## config.mk

```make
export PLATFORM = sky130hd
export DESIGN_NAME = rgb_reply_parser_dominant_color_top
export DESIGN_NICKNAME = d
export VERILOG_FILES = /design/src/rpdc_pkg.sv /design/src/rpdc_cfg.sv /design/src/rpdc_parse.sv /design/src/rgb_reply_parser_dominant_color_top.sv
export SDC_FILE = /design/constraint.sdc
export NUM_CORES = 1
export LEC_CHECK = 0
export ABC_CLOCK_PERIOD_IN_PS = 10200
export BUFFER_PORTS_ARGS = -buffer_cell sky130_fd_sc_hd__buf_2
export CAP_MARGIN = 20
export CORE_UTILIZATION = 50
export CTS_BUF_LIST = sky130_fd_sc_hd__clkbuf_4
export CTS_CLUSTER_DIAMETER = 30
export DETAILED_ROUTE_END_ITERATION = 10
export PLACE_DENSITY = 0.84
export SYNTH_ARGS = -nofsm -noshare
export SYNTH_HDL_FRONTEND = slang
export SYNTH_SLANG_ARGS = --single-unit
export TNS_END_PERCENT = 100
```

## constraint.sdc

```tcl
create_clock -name clk -period 10.2 [get_ports clk]
set_input_delay 2.04 -clock clk [delete_from_list [all_inputs] [get_ports clk]]
set_output_delay 2.04 -clock clk [all_outputs]
set_load 0.05 [all_outputs]
```

## src/rpdc_pkg.sv

```systemverilog
// Shared types and constants for the RGB reply parser.
// Every other file of the block refers to this package by scoped names.
package rpdc_pkg;

  // Default for the longest number, in digits.
  localparam int MAX_DIGITS_DEF = 3;

  // Configuration register layout.
  localparam int CFG_ADDR_W = 3;
  localparam int CFG_DATA_W = 32;
  localparam logic REG_HEADER_SKIP = 1'b0;
  localparam logic REG_LABEL_SKIP  = 1'b1;
  localparam logic [5:0] HEADER_SKIP_RST = 6'd10;
  localparam logic [2:0] LABEL_SKIP_RST  = 3'd2;

  // Character codes and value limits.
  localparam logic [7:0] CHAR_ZERO = 8'h30;
  localparam logic [7:0] CHAR_NINE = 8'h39;
  localparam logic [9:0] VALUE_MAX = 10'd999;
  localparam logic [5:0] POS_MAX   = 6'd63;

  // Channel codes, also used for the dominant field.
  localparam logic [1:0] CH_RED   = 2'd0;
  localparam logic [1:0] CH_GREEN = 2'd1;
  localparam logic [1:0] CH_BLUE  = 2'd2;

  typedef struct packed {
    logic [5:0] header_skip;
    logic [2:0] label_skip;
  } cfg_t;

  typedef struct packed {
    logic [9:0] red_value;
    logic [9:0] green_value;
    logic [9:0] blue_value;
    logic [1:0] dominant;
    logic       complete;
  } result_t;

endpackage

```

## src/rpdc_cfg.sv

```systemverilog
// APB-style register file holding header_skip and label_skip.
// Depends on rpdc_pkg for the register layout and the cfg_t type.
module rpdc_cfg (
  input  logic                            clk,
  input  logic                            rst_n,
  input  logic                            psel,
  input  logic                            penable,
  input  logic                            pwrite,
  input  logic [rpdc_pkg::CFG_ADDR_W-1:0] paddr,
  input  logic [rpdc_pkg::CFG_DATA_W-1:0] pwdata,
  output logic [rpdc_pkg::CFG_DATA_W-1:0] prdata,
  output logic                            pready,
  output rpdc_pkg::cfg_t                  cfg
);

  logic [5:0] header_skip_r;
  logic [2:0] label_skip_r;
  logic       wr_en;
  logic       reg_sel;

  // Registers sit on word addresses; the low byte-offset bits are ignored.
  assign reg_sel = paddr[2];
  assign wr_en   = psel & penable & pwrite;
  assign pready  = 1'b1;

  // Register writes.
  always_ff @(posedge clk) begin
    if (!rst_n) begin
      header_skip_r <= rpdc_pkg::HEADER_SKIP_RST;
      label_skip_r  <= rpdc_pkg::LABEL_SKIP_RST;
    end else if (wr_en) begin
      if (reg_sel == rpdc_pkg::REG_HEADER_SKIP) begin
        header_skip_r <= pwdata[5:0];
      end else begin
        label_skip_r <= pwdata[2:0];
      end
    end
  end

  // Read mux.
  always_comb begin
    prdata = '0;
    if (reg_sel == rpdc_pkg::REG_HEADER_SKIP) begin
      prdata[5:0] = header_skip_r;
    end else begin
      prdata[2:0] = label_skip_r;
    end
  end

  assign cfg.header_skip = header_skip_r;
  assign cfg.label_skip  = label_skip_r;

endmodule

```

## src/rpdc_parse.sv

```systemverilog
// Frame parser: header skip, three decimal numbers, label skips, and the
// result formed on the last byte. Depends on rpdc_pkg for types and codes.
module rpdc_parse #(
  parameter int MAX_DIGITS = rpdc_pkg::MAX_DIGITS_DEF
) (
  input  logic              clk,
  input  logic              rst_n,
  input  rpdc_pkg::cfg_t    cfg,
  input  logic              step,
  input  logic [7:0]        rx_byte,
  input  logic              frame_last,
  output rpdc_pkg::result_t result
);

  localparam int DW = $clog2(MAX_DIGITS + 1);
  localparam logic [DW-1:0] DIGITS_MAX = DW'(MAX_DIGITS);

  localparam logic [1:0] PH_HEADER = 2'd0;
  localparam logic [1:0] PH_NUMBER = 2'd1;
  localparam logic [1:0] PH_SKIP   = 2'd2;
  localparam logic [1:0] PH_DONE   = 2'd3;

  logic [5:0]    pos_r, pos_nxt;
  logic [1:0]    phase_r, phase_nxt;
  logic [1:0]    chan_r, chan_nxt;
  logic [DW-1:0] dcnt_r, dcnt_nxt;
  logic [2:0]    skip_r, skip_nxt;
  logic [9:0]    acc_r, acc_nxt;
  logic [9:0]    red_r, red_nxt;
  logic [9:0]    green_r, green_nxt;

  logic          number_byte;
  logic          is_digit;
  logic [7:0]    digit_raw;
  logic [13:0]   acc_prod;

  // Digit decode and accumulator times ten plus the new digit.
  assign is_digit  = (rx_byte >= rpdc_pkg::CHAR_ZERO) && (rx_byte <= rpdc_pkg::CHAR_NINE);
  assign digit_raw = rx_byte - rpdc_pkg::CHAR_ZERO;
  assign acc_prod  = ({4'b0, acc_r} << 3) + ({4'b0, acc_r} << 1) + {10'b0, digit_raw[3:0]};

  // Next state for one byte.
  always_comb begin
    pos_nxt     = pos_r;
    phase_nxt   = phase_r;
    chan_nxt    = chan_r;
    dcnt_nxt    = dcnt_r;
    skip_nxt    = skip_r;
    acc_nxt     = acc_r;
    red_nxt     = red_r;
    green_nxt   = green_r;
    number_byte = 1'b0;

    case (phase_r)
      PH_HEADER: begin
        if (pos_r < cfg.header_skip) begin
          if (pos_r != rpdc_pkg::POS_MAX) begin
            pos_nxt = pos_r + 6'd1;
          end
        end else begin
          number_byte = 1'b1;
        end
      end
      PH_NUMBER: begin
        number_byte = 1'b1;
      end
      PH_SKIP: begin
        skip_nxt = skip_r + 3'd1;
        if (skip_nxt >= cfg.label_skip) begin
          phase_nxt = PH_NUMBER;
        end
      end
      default: begin
      end
    endcase

    // A digit within MAX_DIGITS adds to the number; any other byte ends it.
    if (number_byte) begin
      phase_nxt = PH_NUMBER;
      if (is_digit && (dcnt_r < DIGITS_MAX)) begin
        acc_nxt  = (acc_prod > {4'b0, rpdc_pkg::VALUE_MAX}) ? rpdc_pkg::VALUE_MAX
                                                            : acc_prod[9:0];
        dcnt_nxt = dcnt_r + DW'(1);
      end else if (chan_r >= rpdc_pkg::CH_BLUE) begin
        phase_nxt = PH_DONE;
      end else begin
        if (chan_r == rpdc_pkg::CH_RED) begin
          red_nxt = acc_r;
        end else begin
          green_nxt = acc_r;
        end
        chan_nxt  = chan_r + 2'd1;
        acc_nxt   = '0;
        dcnt_nxt  = '0;
        skip_nxt  = '0;
        phase_nxt = (cfg.label_skip == 3'd0) ? PH_NUMBER : PH_SKIP;
      end
    end
  end

  // Result from the state after this byte; unreached channels read as zero.
  always_comb begin
    result.red_value   = (chan_nxt > rpdc_pkg::CH_RED) ? red_nxt : acc_nxt;
    result.green_value = (chan_nxt > rpdc_pkg::CH_GREEN) ? green_nxt :
                         (chan_nxt == rpdc_pkg::CH_GREEN) ? acc_nxt : 10'd0;
    result.blue_value  = (chan_nxt >= rpdc_pkg::CH_BLUE) ? acc_nxt : 10'd0;
    if (result.red_value > result.green_value) begin
      result.dominant = (result.red_value > result.blue_value) ? rpdc_pkg::CH_RED
                                                               : rpdc_pkg::CH_BLUE;
    end else begin
      result.dominant = (result.green_value > result.blue_value) ? rpdc_pkg::CH_GREEN
                                                                 : rpdc_pkg::CH_BLUE;
    end
    result.complete = (chan_nxt == rpdc_pkg::CH_BLUE) &&
                      ((phase_nxt == PH_DONE) || (dcnt_nxt != '0));
  end

  // State registers; the last byte of a frame returns everything to reset.
  always_ff @(posedge clk) begin
    if (!rst_n) begin
      pos_r   <= '0;
      phase_r <= PH_HEADER;
      chan_r  <= '0;
      dcnt_r  <= '0;
      skip_r  <= '0;
      acc_r   <= '0;
      red_r   <= '0;
      green_r <= '0;
    end else if (step) begin
      if (frame_last) begin
        pos_r   <= '0;
        phase_r <= PH_HEADER;
        chan_r  <= '0;
        dcnt_r  <= '0;
        skip_r  <= '0;
        acc_r   <= '0;
        red_r   <= '0;
        green_r <= '0;
      end else begin
        pos_r   <= pos_nxt;
        phase_r <= phase_nxt;
        chan_r  <= chan_nxt;
        dcnt_r  <= dcnt_nxt;
        skip_r  <= skip_nxt;
        acc_r   <= acc_nxt;
        red_r   <= red_nxt;
        green_r <= green_nxt;
      end
    end
  end

endmodule

```

## src/rgb_reply_parser_dominant_color_top.sv

```systemverilog
// Top level of the RGB reply parser: input register, parser, result register.
// Depends on rpdc_pkg, rpdc_cfg and rpdc_parse.
//
//   Channel | Ports                               | Beat
//   input   | in_valid, in_stall, in_rx_byte ...  | one frame byte
//   result  | out_valid, out_stall, out_red ...   | values of one frame
//   config  | psel, penable, pwrite, paddr ...    | one register write
//
// One byte is taken every cycle unless in_stall holds it back; the last byte
// of a frame passes the input register, then its result enters the result register.
// Reset is synchronous and active low; it clears the parser and both valids.
// A stalled result only holds back the input when the byte waiting in the
// input register is itself the last byte of the next frame.
module rgb_reply_parser_dominant_color_top #(
  parameter int MAX_DIGITS = rpdc_pkg::MAX_DIGITS_DEF
) (
  input  logic                            clk,
  input  logic                            rst_n,
  input  logic                            in_valid,
  output logic                            in_stall,
  input  logic [7:0]                      in_rx_byte,
  input  logic                            in_frame_last,
  output logic                            out_valid,
  input  logic                            out_stall,
  output logic [9:0]                      out_red_value,
  output logic [9:0]                      out_green_value,
  output logic [9:0]                      out_blue_value,
  output logic [1:0]                      out_dominant,
  output logic                            out_complete,
  input  logic                            psel,
  input  logic                            penable,
  input  logic                            pwrite,
  input  logic [rpdc_pkg::CFG_ADDR_W-1:0] paddr,
  input  logic [rpdc_pkg::CFG_DATA_W-1:0] pwdata,
  output logic [rpdc_pkg::CFG_DATA_W-1:0] prdata,
  output logic                            pready
);

  rpdc_pkg::cfg_t    cfg;
  rpdc_pkg::result_t result;
  rpdc_pkg::result_t res_r;

  logic       in_valid_r;
  logic [7:0] in_byte_r;
  logic       in_last_r;
  logic       out_valid_r;
  logic       advance;
  logic       in_take;

  rpdc_cfg u_cfg (
    .clk     (clk),
    .rst_n   (rst_n),
    .psel    (psel),
    .penable (penable),
    .pwrite  (pwrite),
    .paddr   (paddr),
    .pwdata  (pwdata),
    .prdata  (prdata),
    .pready  (pready),
    .cfg     (cfg)
  );

  // The held byte moves on unless it ends a frame and the result slot is blocked.
  assign advance  = in_valid_r && !(in_last_r && out_valid_r && out_stall);
  assign in_stall = in_valid_r && in_last_r && out_valid_r && out_stall;
  assign in_take  = in_valid && !in_stall;

  // Input register.
  always_ff @(posedge clk) begin
    if (!rst_n) begin
      in_valid_r <= 1'b0;
    end else if (in_take) begin
      in_valid_r <= 1'b1;
    end else if (advance) begin
      in_valid_r <= 1'b0;
    end
  end

  always_ff @(posedge clk) begin
    if (in_take) begin
      in_byte_r <= in_rx_byte;
      in_last_r <= in_frame_last;
    end
  end

  rpdc_parse #(
    .MAX_DIGITS (MAX_DIGITS)
  ) u_parse (
    .clk        (clk),
    .rst_n      (rst_n),
    .cfg        (cfg),
    .step       (advance),
    .rx_byte    (in_byte_r),
    .frame_last (in_last_r),
    .result     (result)
  );

  // Result register.
  always_ff @(posedge clk) begin
    if (!rst_n) begin
      out_valid_r <= 1'b0;
    end else if (advance && in_last_r) begin
      out_valid_r <= 1'b1;
    end else if (!out_stall) begin
      out_valid_r <= 1'b0;
    end
  end

  always_ff @(posedge clk) begin
    if (advance && in_last_r) begin
      res_r <= result;
    end
  end

  assign out_valid       = out_valid_r;
  assign out_red_value   = res_r.red_value;
  assign out_green_value = res_r.green_value;
  assign out_blue_value  = res_r.blue_value;
  assign out_dominant    = res_r.dominant;
  assign out_complete    = res_r.complete;

endmodule

```

### Word-level counts from Yosys, hierarchy flattened

Index checks and enable logic that the tools add are counted.
W data, S select, Z words.

* register bits after elaboration: 98
* input port bits: 51
* word-level logic and storage cells: 128

* add/subtract/negate cells: 7
* magnitude comparators: 13
* equal/unequal tests: 7
* mux-type cells: 54
* bitwise logic cells: 3
* reductions and logical operators: 25

Operator list (number)
* $mux W10: 19
* $mux W2: 18
* $gt A10 B10 Y1: 3
* $mux W6: 4
* $mux W3: 7
* $add A13 B11 Y14: 1
* $add A14 B4 Y14: 1
* $gt A14 B10 Y1 const B: 1
* $logic_and A1 B1 Y1: 11
* $reduce_bool A2 Y1: 5
* $ge A8 B6 Y1 const B: 1
* $le A8 B6 Y1 const B: 1
* $add A6 B1 Y6 const B: 1
* $eq A2 B2 Y1 const B: 3
* $lt A6 B6 Y1: 1
* $ne A6 B6 Y1 const B: 1
* $mux W1: 5
* $add A2 B1 Y2 const B: 2
* $eq A2 B1 Y1 const B: 2
* $ge A2 B2 Y1 const B: 2
* $gt A2 B1 Y1 const B: 2
* $logic_not A2 Y1: 2
* $reduce_and A2 Y1: 2
* $reduce_and A4 Y1: 1
* 11 further kinds: 13

### Depth between registers and ports, before layout

Gate-level depths: netlist of the first run.

* depth after elaboration: 11
* depth in mapped cells: 23
* gate-level depth less buffers: 23

### By module

Synthesis of the first run repeated with hierarchy kept, for this count alone.

* cells, all modules: 696
* area, all modules: 6493.7 µm²

Modules (own cells, without submodules)
* rpdc_parse: times used 1, cells each 570, area each 4495.6 µm², seq. area each 900.9 µm²
* rgb_reply_parser_dominant_color_top: times used 1, cells each 53, area each 1356.3 µm², seq. area each 1301.2 µm²
* rpdc_cfg: times used 1, cells each 73, area each 641.9 µm², seq. area each 180.2 µm²

### Least setup slack after synthesis of the first run

No wires, ideal clock.

* kind: input to output
* from: in paddr[2] (netlist bit)
* to: out prdata[1] (netlist bit)
* arrival time: 3.330 ns
* data required time: 8.160 ns
* slack: 4.830 ns
* stages on the path: 2
* path buffers: 1
* path through: clkbuf_1 o21ai_0

* word-level cells in the longest chain between the ends: 1

Ends and longest elaborated chain
* start, declared: line rgb_reply_parser_dominant_color_top.sv:33 `input logic [rpdc_pkg::CFG_ADDR_W-1:0] paddr,`
* $mux W3: line rpdc_cfg.sv:43 `if (reg_sel == rpdc_pkg::REG_HEADER_SKIP) begin`
* end, declared: line rgb_reply_parser_dominant_color_top.sv:35 `output logic [rpdc_pkg::CFG_DATA_W-1:0] prdata,`

Every way passes these cells.

==> metrics.txt, run 1 <==
core area 12600 sq um; Seq/Total Area, Yosys 37.0%; status complete, no violations; setup ws final 4.41 ns; Most used DFF post-synth dfxtp_1; min-delay src out_valid; routed len/inst 15.0 microns; DRC 0; Slew headroom 28.9%; NumNets Final 847; syn avg cell area 9.47 sq um; Setup crit end kind flip-flop; largest net degree at the start of global routing 57; f_max 173 MHz; Overflow after GRT 0; Commonest cells post-synth dfxtp_1 (56), ha_1 (56), inv_1 (46); Worst Tran Pin Value 1.06 ns; #FFs+latches synth 98; crit share post-route 56.7%; clk slew on worst S/H paths 0.15 ns; Worst Hold Depth 2; initial core utilization 51.2%; cell taking the most area after synthesis edfxtp_1; drt via density 5.52; Total GRT Usage 21.9%; first-pass GRT wire length 22.6 mm; final hold vios 0; cell area after placement 6790 sq um; DP Worst Slack 4.45 ns; cts bufs inserted 9; die height 115 microns; final antenna-violating net count 0; Cell Rows 41; Layout area overhead 7.48%; Final Cell Area 6920 sq um; Reg2Reg Setup Slack 4.41 ns; share of flip-flops with an asynchronous set or reset 0%; final clock skew 0.0156 ns; DR vias 5053; CTS max path bufs 2; Crit path largest cell delay 0.69 ns; Die W 115 microns; largest family of logic cells by synthesized area compound AO/OA/AOI/OAI gates; Routed WL 13.7 mm; post-CTS sizing 0; CP cell instances inv_1, fa_1, inv_1, ha_1, a211oi_1, o21ai_0, xnor2_1, or4_2, o21ai_0, nor2_1, o21ai_0, nor2_1, a21oi_1, ha_1, a21oi_1, a21oi_1, o2111ai_1, a31oi_2, mux2_4; Worst Path Arrival 6.03 ns; Synth Instances 680; EDFF count, synth 42; power per standard cell area 99.5 nW/um^2; Fillers 1151; HP Class flip-flop to flip-flop; I/O Buffers 63; Synth cell types 76; Worst-Skew Late Latency 0.47 ns; largest cells by area after synthesis edfxtp_1 (20%), dfxtp_1 (17%), ha_1 (11%); max-slew violations 0; post-detail-place hpwl 10.1 mm; reg2reg path depth 19; mux cell area share after synthesis 6.36%; Synth Area in Adders 11.7%; RSZ-0062 raised after global routing no; setup TNS 0 ns; number of global-route vias before repair 4716; synthesized area 6440 sq um; Period minus WS final 5.79 ns; number of synthesis warnings 0; layout cell share with drive strength beyond 1 16.0%; CP Launch Type flip-flop; antenna violations before repair 0; Synth Area in XOR/XNOR 1.22%; hold_buf cts 0; CTS Sinks 98; Min Hold Slack 0.492 ns; Pleak 2.87 nW; area share of the largest cell type after synthesis 19.6%; 1st-pass router iterations 5; I/O pins 119; Synth Area in Simple Gates 16.9%; r2r endpoint out_dominant[1]; max cap viols 0; VDD IR-drop max 0.0847 mV; CTS tree yes; GPL Wtd Cong 0.816; diode count 0; Hold Path Sink out_valid; clock root cell clkbuf_4; RR Startpoint u_parse.acc_r[0]; Die ar. 13300 sq um; endpoints failing setup 0; critical path type flip-flop to flip-flop; Required @ worst endpoint 10.45 ns; total power 689 uW; Compound-Gate Fraction of Synth Area 19.0%; H-tree levels 3; setup bufs post-CTS 0; CP max-delay cell or4_2; Starting DRT DRC Count 377; maximum fanout along the worst path 7
[state kept, by name, summed over array words and instances (netlist names), 6 cells and up]
name / flops
u_parse.red_r: 10
out_red_value: 10
u_parse.green_r: 10
out_green_value: 10
u_cfg.header_skip_r: 6
u_parse.acc_r: 10
u_parse.pos_r: 6
out_blue_value: 10
in_byte_r: 8
[routing by layer]
layer | GRT usage, % | up-vias | wire, microns
met5 | 0 | - | 0
met4 | 9.35 | 0 | 371
met3 | 4.13 | 29 | 703
met2 | 37.1 | 168 | 6530
met1 | 27.4 | 2322 | 6130
li1 | - | 2534 | -
[cells by family (layout without fill, tap and decap cells)]
family / after synthesis / after routing
buffers and inverters: 94 / 132
DFF: 98 / 98
xor gates and xnor gates: 9 / 9
other: 2 / 27
adders and majority gates: 59 / 59
AOI/OAI and AO/OA: 178 / 178
and+or+nand+nor: 200 / 200
muxes: 40 / 40
[worst max path at each step]
stage	startpoint	to	depth (start not counted)
after floorplan	paddr[2]	prdata[1]	2
after global placement	u_parse.acc_r[0]	out_dominant[1]	19
after detailed placement	u_parse.acc_r[2]	out_dominant[1]	19
after CTS	u_parse.acc_r[0]	out_dominant[1]	19
after global routing	u_parse.acc_r[0]	out_dominant[1]	22
final	u_parse.acc_r[0]	out_dominant[1]	19
[cells in the final DEF (no fill, tap or decap), drive strengths merged, types with 38 or more instances in the layout]
master   n
o21ai   38
nor2    38
buf     70
nor2b   44
nand2   42
inv     46
edfxtp  42
ha      56
dfxtp   56
[metrics by stage]
stage / util (%) / cells
finish: 55.1 / 915
global route: 55.1 / 915
CTS: 55.1 / 915
detailed placement: 54.0 / 899
global placement: 54.0 / 899
floorplan: - / 705
[where the power goes]
part,internal [mW],switching (mW)
Combinational,0.0144,0.0556
Sequential,0.414,0.00299
Clock,0.0758,0.126
[worst max-delay path, delay by kind of cell (launching register included)]
kind / cells / cell delay [ns]
adders and majority gates: 3 / 1.21
AOI/OAI and AO/OA: 9 / 2.27
buffers and inverters: 2 / 0.20
DFF: 1 / 0.51
muxes: 1 / 0.31
xor gates and xnor gates: 1 / 0.20
and+or+nand+nor: 3 / 0.86
[cell type report]
class | count | area, sq um | area share (%)
timing repair buffer | 70 | 368 | 5.32
clock buffer | 10 | 75.1 | 1.08
multi-input combinational | 513 | 3650 | 52.7
tap | 172 | 215 | 3.11
sequential | 98 | 2380 | 34.4
clock inverter | 6 | 58.8 | 0.850
inverter | 46 | 173 | 2.50
No activity file was read; power rests on OpenSTA's default activity.
==> inputs of run 2 (changes only) <==
ABC_CLOCK_PERIOD_IN_PS = 5850   (was 10200)
clock period = 5.85 ns   (was 10.2 ns; I/O delays follow)
==> run 2 against run 1 <==
Largest power group unchanged. First-iteration DRC count shrank 18%. Highest routed layer unchanged. Routed wire length is 0.36% lower. Flip-flop and latch count did not move. Fmax rose by 5.8%. Critical path type unchanged. Utilization rose by 0.51 points. Sequential share of layout area decreased by 0.31 points. Worst hold slack gained 0.0028 ns.
==> metrics.txt, run 2 (synthesized netlist as in run 1, its figures left out) <==
Storage cell area 2380 sq um (unchanged); DP Worst Slack 0.313 ns (was 4.45 ns); final antenna-violating net count 0 (unchanged); DR vias 5132 (was 5053); I/O pins 119 (unchanged); RR Startpoint u_parse.acc_r[7] (was u_parse.acc_r[0]); Setup crit end kind flip-flop (unchanged); CP cell instances ha_1, ha_1, a21o_1, a221o_2, a2111oi_0, a211oi_1, nor3_1, o21ai_0, nor2_1, nor2_1, a21oi_1, mux2i_1, inv_1, ha_1, inv_1, a21o_1, a21oi_1, a21oi_1, o2111ai_1, a31oi_2, mux2_4 (was inv_1, fa_1, inv_1, ha_1, a211oi_1, o21ai_0, xnor2_1, or4_2, o21ai_0, nor2_1, o21ai_0, nor2_1, a21oi_1, ha_1, a21oi_1, a21oi_1, o2111ai_1, a31oi_2, mux2_4); final hold vios 0 (unchanged); diode count 0 (unchanged); RSZ-0062 raised after global routing no (unchanged); Final Cell Area 6980 sq um (was 6920 sq um); reg2reg path depth 21 (was 19); I/O Buffers 63 (unchanged); CP Launch Type flip-flop (unchanged); maximum fanout along the worst path 8 (was 7); Clk pwr share 29.8% (was 29.3%); Crit path largest cell delay 0.52 ns (was 0.69 ns); share of power burned in registers 60.1% (was 60.6%); Pleak 2.91 nW (was 2.87 nW); max cap viols 0 (unchanged); first-pass GRT wire length 22.4 mm (was 22.6 mm); antenna violations before repair 0 (unchanged); Worst-Skew Late Latency 0.47 ns (about the same); critical path type flip-flop to flip-flop (unchanged); post-detail-place hpwl 10.3 mm (was 10.1 mm); multi-input logic area 3650 sq um (about the same); number of global-route vias before repair 4585 (was 4716); Cell Rows 41 (unchanged); crit share post-route 93.5% (was 56.7%); routed len/inst 14.8 microns (was 15.0 microns); Hold Path Sink out_valid (unchanged); clock root cell clkbuf_4 (unchanged); CTS Sinks 98 (unchanged); Comb power frac 10.1% (was 10.2%); setup bufs post-CTS 0 (unchanged); DP Cell Count 906 (was 899); min-delay src out_valid (unchanged); Layout area overhead 8.47% (was 7.48%); VDD IR-drop max 0.138 mV (was 0.0847 mV); Period minus WS final 5.47 ns (was 5.79 ns); cell area after placement 6840 sq um (was 6790 sq um); fin cells 922 (was 915); largest net degree at the start of global routing 57 (unchanged); Required @ worst endpoint 6.08 ns (was 10.45 ns); Routed WL 13.7 mm (about the same); cts bufs inserted 9 (unchanged); total power 1.21 mW (was 689 uW); Fillers 1147 (was 1151); layout cell share with drive strength beyond 1 16.9% (was 16.0%); CP max-delay cell dfxtp_1 (was or4_2); Overflow after GRT 0 (unchanged); final clock skew 0.0117 ns (was 0.0156 ns); Reg2Reg Setup Slack 0.38 ns (was 4.41 ns); Die ar. 13300 sq um (unchanged); CTS tree yes (unchanged); setup TNS 0 ns (unchanged); commonest cells after routing, fill and taps aside buf_2 (63), ha_1 (56), dfxtp_1 (56), inv_1 (46), nor2b_1 (44) (unchanged); switch share 27.1% (was 26.8%); setup ws final 0.382 ns (was 4.41 ns); Worst Tran Pin Value 1.08 ns (was 1.06 ns); Starting DRT DRC Count 311 (was 377); f_max 183 MHz (was 173 MHz); CTS max path bufs 2 (unchanged); Internal Power 883 uW (was 504 uW); drt via density 5.57 (was 5.52); r2r endpoint out_dominant[1] (unchanged); die height 115 microns (unchanged); Worst Path Arrival 5.70 ns (was 6.03 ns); HP Class flip-flop to flip-flop (unchanged); hold_buf cts 0 (unchanged); power per standard cell area 173 nW/um^2 (was 99.5 nW/um^2); endpoints failing setup 0 (unchanged); Worst Hold Depth 2 (unchanged); status complete, no violations (unchanged); 1st-pass router iterations 5 (unchanged); DRC 0 (unchanged); most common cell after layout, fill and taps aside buf_2 (unchanged); NumNets Final 854 (was 847); core area 12600 sq um (unchanged); Net Sw Power 328 uW (was 184 uW); initial core utilization 51.2% (unchanged); Slew headroom 27.5% (was 28.9%); Die W 115 microns (unchanged); max-slew violations 0 (unchanged); GPL Wtd Cong 0.847 (was 0.816); H-tree levels 3 (unchanged); Total GRT Usage 21.6% (was 21.9%); clk slew on worst S/H paths 0.15 ns (about the same)
-- run 2: worst max-delay path by stage --
stage	slack, ns	depth (start not counted)	endpoint	from
floorplan	1.0	21	out_dominant[1]	u_parse.acc_r[0]
global placement	0.40	20	out_dominant[1]	u_parse.acc_r[7]
detailed placement	0.31	19	out_dominant[1]	u_parse.acc_r[7]
CTS	0.29	19	out_dominant[1]	u_parse.acc_r[7]
global route	0.09	21	out_dominant[1]	u_parse.acc_r[7]
finish	0.38	21	out_dominant[1]	u_parse.acc_r[7]
-- run 2: stage by stage --
step	hold slack, ns	util, %
2_1_floorplan	0.481	-
6_report	0.495	55.6
4_1_cts	0.506	55.5
3_5_place_dp	0.486	54.4
3_3_place_gp	0.465	54.4
5_1_grt	0.527	55.6
-- run 2: layout make-up --
class                   count  area share (%)
well taps                 172            3.08
clock buffers              10            1.08
clock inverters             6           0.950
inverters                  46            2.47
repair buffers             77            6.02
multi-input cells         513            52.3
flip-flops and latches     98            34.1
-- run 2: repair_timing --
| action | in CTS | in global routing |
|---|---|---|
| endpoints found under the hold margin | 0 | 0 |
| resized for setup | 0 | 1 |
| setup endpoints to repair | 0 | 1 |
-- run 2: critical path: cells and delay by family (launching register included) --
kind | cells | cell delay (ns)
AOI/OAI and AO/OA | 11 | 2.63
adders and majority gates | 3 | 0.80
buffers and inverters | 2 | 0.17
DFF | 1 | 0.52
muxes | 2 | 0.49
and+or+nand+nor | 3 | 0.64
-- run 2: metal layers --
metal  up-vias  part of all wire (%)  GRT usage [%]
li1       2551                     -              -
met1      2387                    45           27.6
met2       172                    48           36.8
met3        22                   4.9           4.03
met4         0                   2.0           6.84
met5         -                     0              0
-- run 2: power by group through the flow --
stage	Sequential, mW	Combinational, mW	Clock (mW)
3_3_place_gp	0.743	0.120	0
4_1_cts	0.728	0.122	0.372
2_1_floorplan	0.761	0.0937	0
5_1_grt	0.730	0.130	0.397
3_5_place_dp	0.743	0.121	0
6_report	0.728	0.122	0.361
==> inputs of run 3 (changes only) <==
CORE_MARGIN = 5   (was default)
==> run 3 against run 2 <==
Sequential power barely moved. Critical path depth did not move. Register-to-register slack improved by 0.06 ns. Non-clock buffer count rose by 3. Setup slack improved by 0.058 ns. Power rose by 0.17%. Sequential share of layout area fell by 0.12 points. Global-route usage fell by 2.0 points. Via count rose by 0.37%. Clock power barely moved.
==> metrics.txt, run 3 (synthesized netlist as in run 1, its figures left out) <==
status complete, no violations (unchanged); CP cell instances ha_1, ha_1, a21o_1, a221o_2, a2111oi_0, a211oi_1, nor3_2, o21ai_0, nor2_1, nor2_1, a21oi_1, mux2i_1, inv_1, ha_1, inv_1, a21o_1, a21oi_1, a21oi_1, o2111ai_1, a31oi_2, mux2_4 (was ha_1, ha_1, a21o_1, a221o_2, a2111oi_0, a211oi_1, nor3_1, o21ai_0, nor2_1, nor2_1, a21oi_1, mux2i_1, inv_1, ha_1, inv_1, a21o_1, a21oi_1, a21oi_1, o2111ai_1, a31oi_2, mux2_4); maximum fanout along the worst path 8 (unchanged); cts bufs inserted 9 (unchanged); Required @ worst endpoint 6.10 ns (was 6.08 ns); Min Hold Slack 0.497 ns (was 0.495 ns); Die W 123 microns (was 115 microns); antenna violations before repair 0 (unchanged); Period minus WS final 5.41 ns (was 5.47 ns); clk slew on worst S/H paths 0.15 ns (about the same); f_max 185 MHz (was 183 MHz); Layout area overhead 8.84% (was 8.47%); Final Cell Area 7010 sq um (was 6980 sq um); Overflow after GRT 0 (unchanged); layout cell share with drive strength beyond 1 17.5% (was 16.9%); VDD IR-drop max 0.157 mV (was 0.138 mV); first-pass GRT wire length 23.6 mm (was 22.4 mm); Slew headroom 31.9% (was 27.5%); Crit path largest cell delay 0.52 ns (about the same); commonest cells after routing, fill and taps aside buf_2 (63), ha_1 (56), dfxtp_1 (56), inv_1 (46), nor2b_1 (44) (unchanged); CTS tree yes (unchanged); fin cells 925 (was 922); Final Core Density 55.5% (was 55.6%); Worst Tran Pin Value 1.02 ns (was 1.08 ns); drt via density 5.57 (about the same); Die ar. 15200 sq um (was 13300 sq um); Worst-Skew Late Latency 0.48 ns (was 0.47 ns); NumNets Final 857 (was 854); setup TNS 0 ns (unchanged); max cap viols 0 (unchanged); clock root cell clkbuf_4 (unchanged); hold_buf cts 0 (unchanged); DR vias 5151 (was 5132); worst path buffer plus inverter count 2 (unchanged); diode count 0 (unchanged); total power 1.21 mW (about the same); Cell Rows 41 (unchanged); CTS max path bufs 2 (unchanged); CP max-delay cell dfxtp_1 (unchanged); H-tree levels 3 (unchanged); most common cell after layout, fill and taps aside buf_2 (unchanged); critical path type flip-flop to flip-flop (unchanged); max-slew violations 0 (unchanged); 1st-pass router iterations 5 (unchanged); Worst Path Arrival 5.66 ns (was 5.70 ns); HP Class flip-flop to flip-flop (unchanged); CTS Sinks 98 (unchanged); RSZ-0062 raised after global routing no (unchanged); Setup crit end kind flip-flop (unchanged); power per standard cell area 173 nW/um^2 (about the same); I/O Buffers 63 (unchanged); Crit path max-delay family compound AO/OA/AOI/OAI gates (unchanged); DP Worst Slack 0.332 ns (was 0.313 ns); crit share post-route 92.5% (was 93.5%); number of global-route vias before repair 4893 (was 4585); Starting DRT DRC Count 305 (was 311); final antenna-violating net count 0 (unchanged); DP Cell Count 908 (was 906); final hold vios 0 (unchanged); I/O pins 119 (unchanged); GPL Wtd Cong 0.898 (was 0.847); post-detail-place hpwl 10.8 mm (was 10.3 mm); DRC 0 (unchanged); final clock skew 0.0191 ns (was 0.0117 ns); core area 12600 sq um (about the same); initial core utilization 51.0% (was 51.2%); Routed WL 14.2 mm (was 13.7 mm); Total GRT Usage 19.6% (was 21.6%); setup ws final 0.439 ns (was 0.382 ns); CP Launch Type flip-flop (unchanged); cell area after placement 6850 sq um (was 6840 sq um); die height 123 microns (was 115 microns); Pleak 2.92 nW (was 2.91 nW); post-CTS sizing 0 (unchanged); routed len/inst 15.3 microns (was 14.8 microns); setup bufs post-CTS 0 (unchanged); largest net degree at the start of global routing 57 (unchanged); endpoints failing setup 0 (unchanged)
==> run 3: report_power, final <==
part / internal [mW] / switching [mW]
combinational: 0.0247 / 0.0977
clock: 0.136 / 0.227
sequential: 0.722 / 0.00531
==> run 3: worst min-delay path: cells and delay by family (launching register included) <==
kind | cells | cell delay [ns]
AO/OA/AOI/OAI | 1 | 0.06
AND/OR/NAND/NOR | 1 | 0.05
flip-flops | 1 | 0.35
==> run 3: worst paths after layout <==
path	start	to	slack, ns	cells after the start
worst max-delay path	u_parse.acc_r[7]	out_dominant[1]	0.44	21
worst min-delay path	out_valid	out_valid	0.50	2
worst max register to register	u_parse.acc_r[7]	out_dominant[1]	0.44	21
worst min register to register	out_valid	out_valid	0.50	2
==> run 3: final cells by class <==
cell class	instances	area, sq um
clock buffers	10	75.1
clock inverters	6	65.1
fillers	1162	5610
inverters	46	173
multi-input cells	513	3660
flip-flops and latches	98	2380
well taps	172	215
repair buffers	80	440
==> run 3: per-layer routing <==
| layer | GRT usage, % | routed length (microns) | up-vias |
|---|---|---|---|
| met3 | 4.48 | 890 | 39 |
| met2 | 32.9 | 6720 | 171 |
| met4 | 8.10 | 453 | 0 |
| met5 | 0 | 0 | - |
| li1 | - | - | 2551 |
| met1 | 24.3 | 6130 | 2390 |
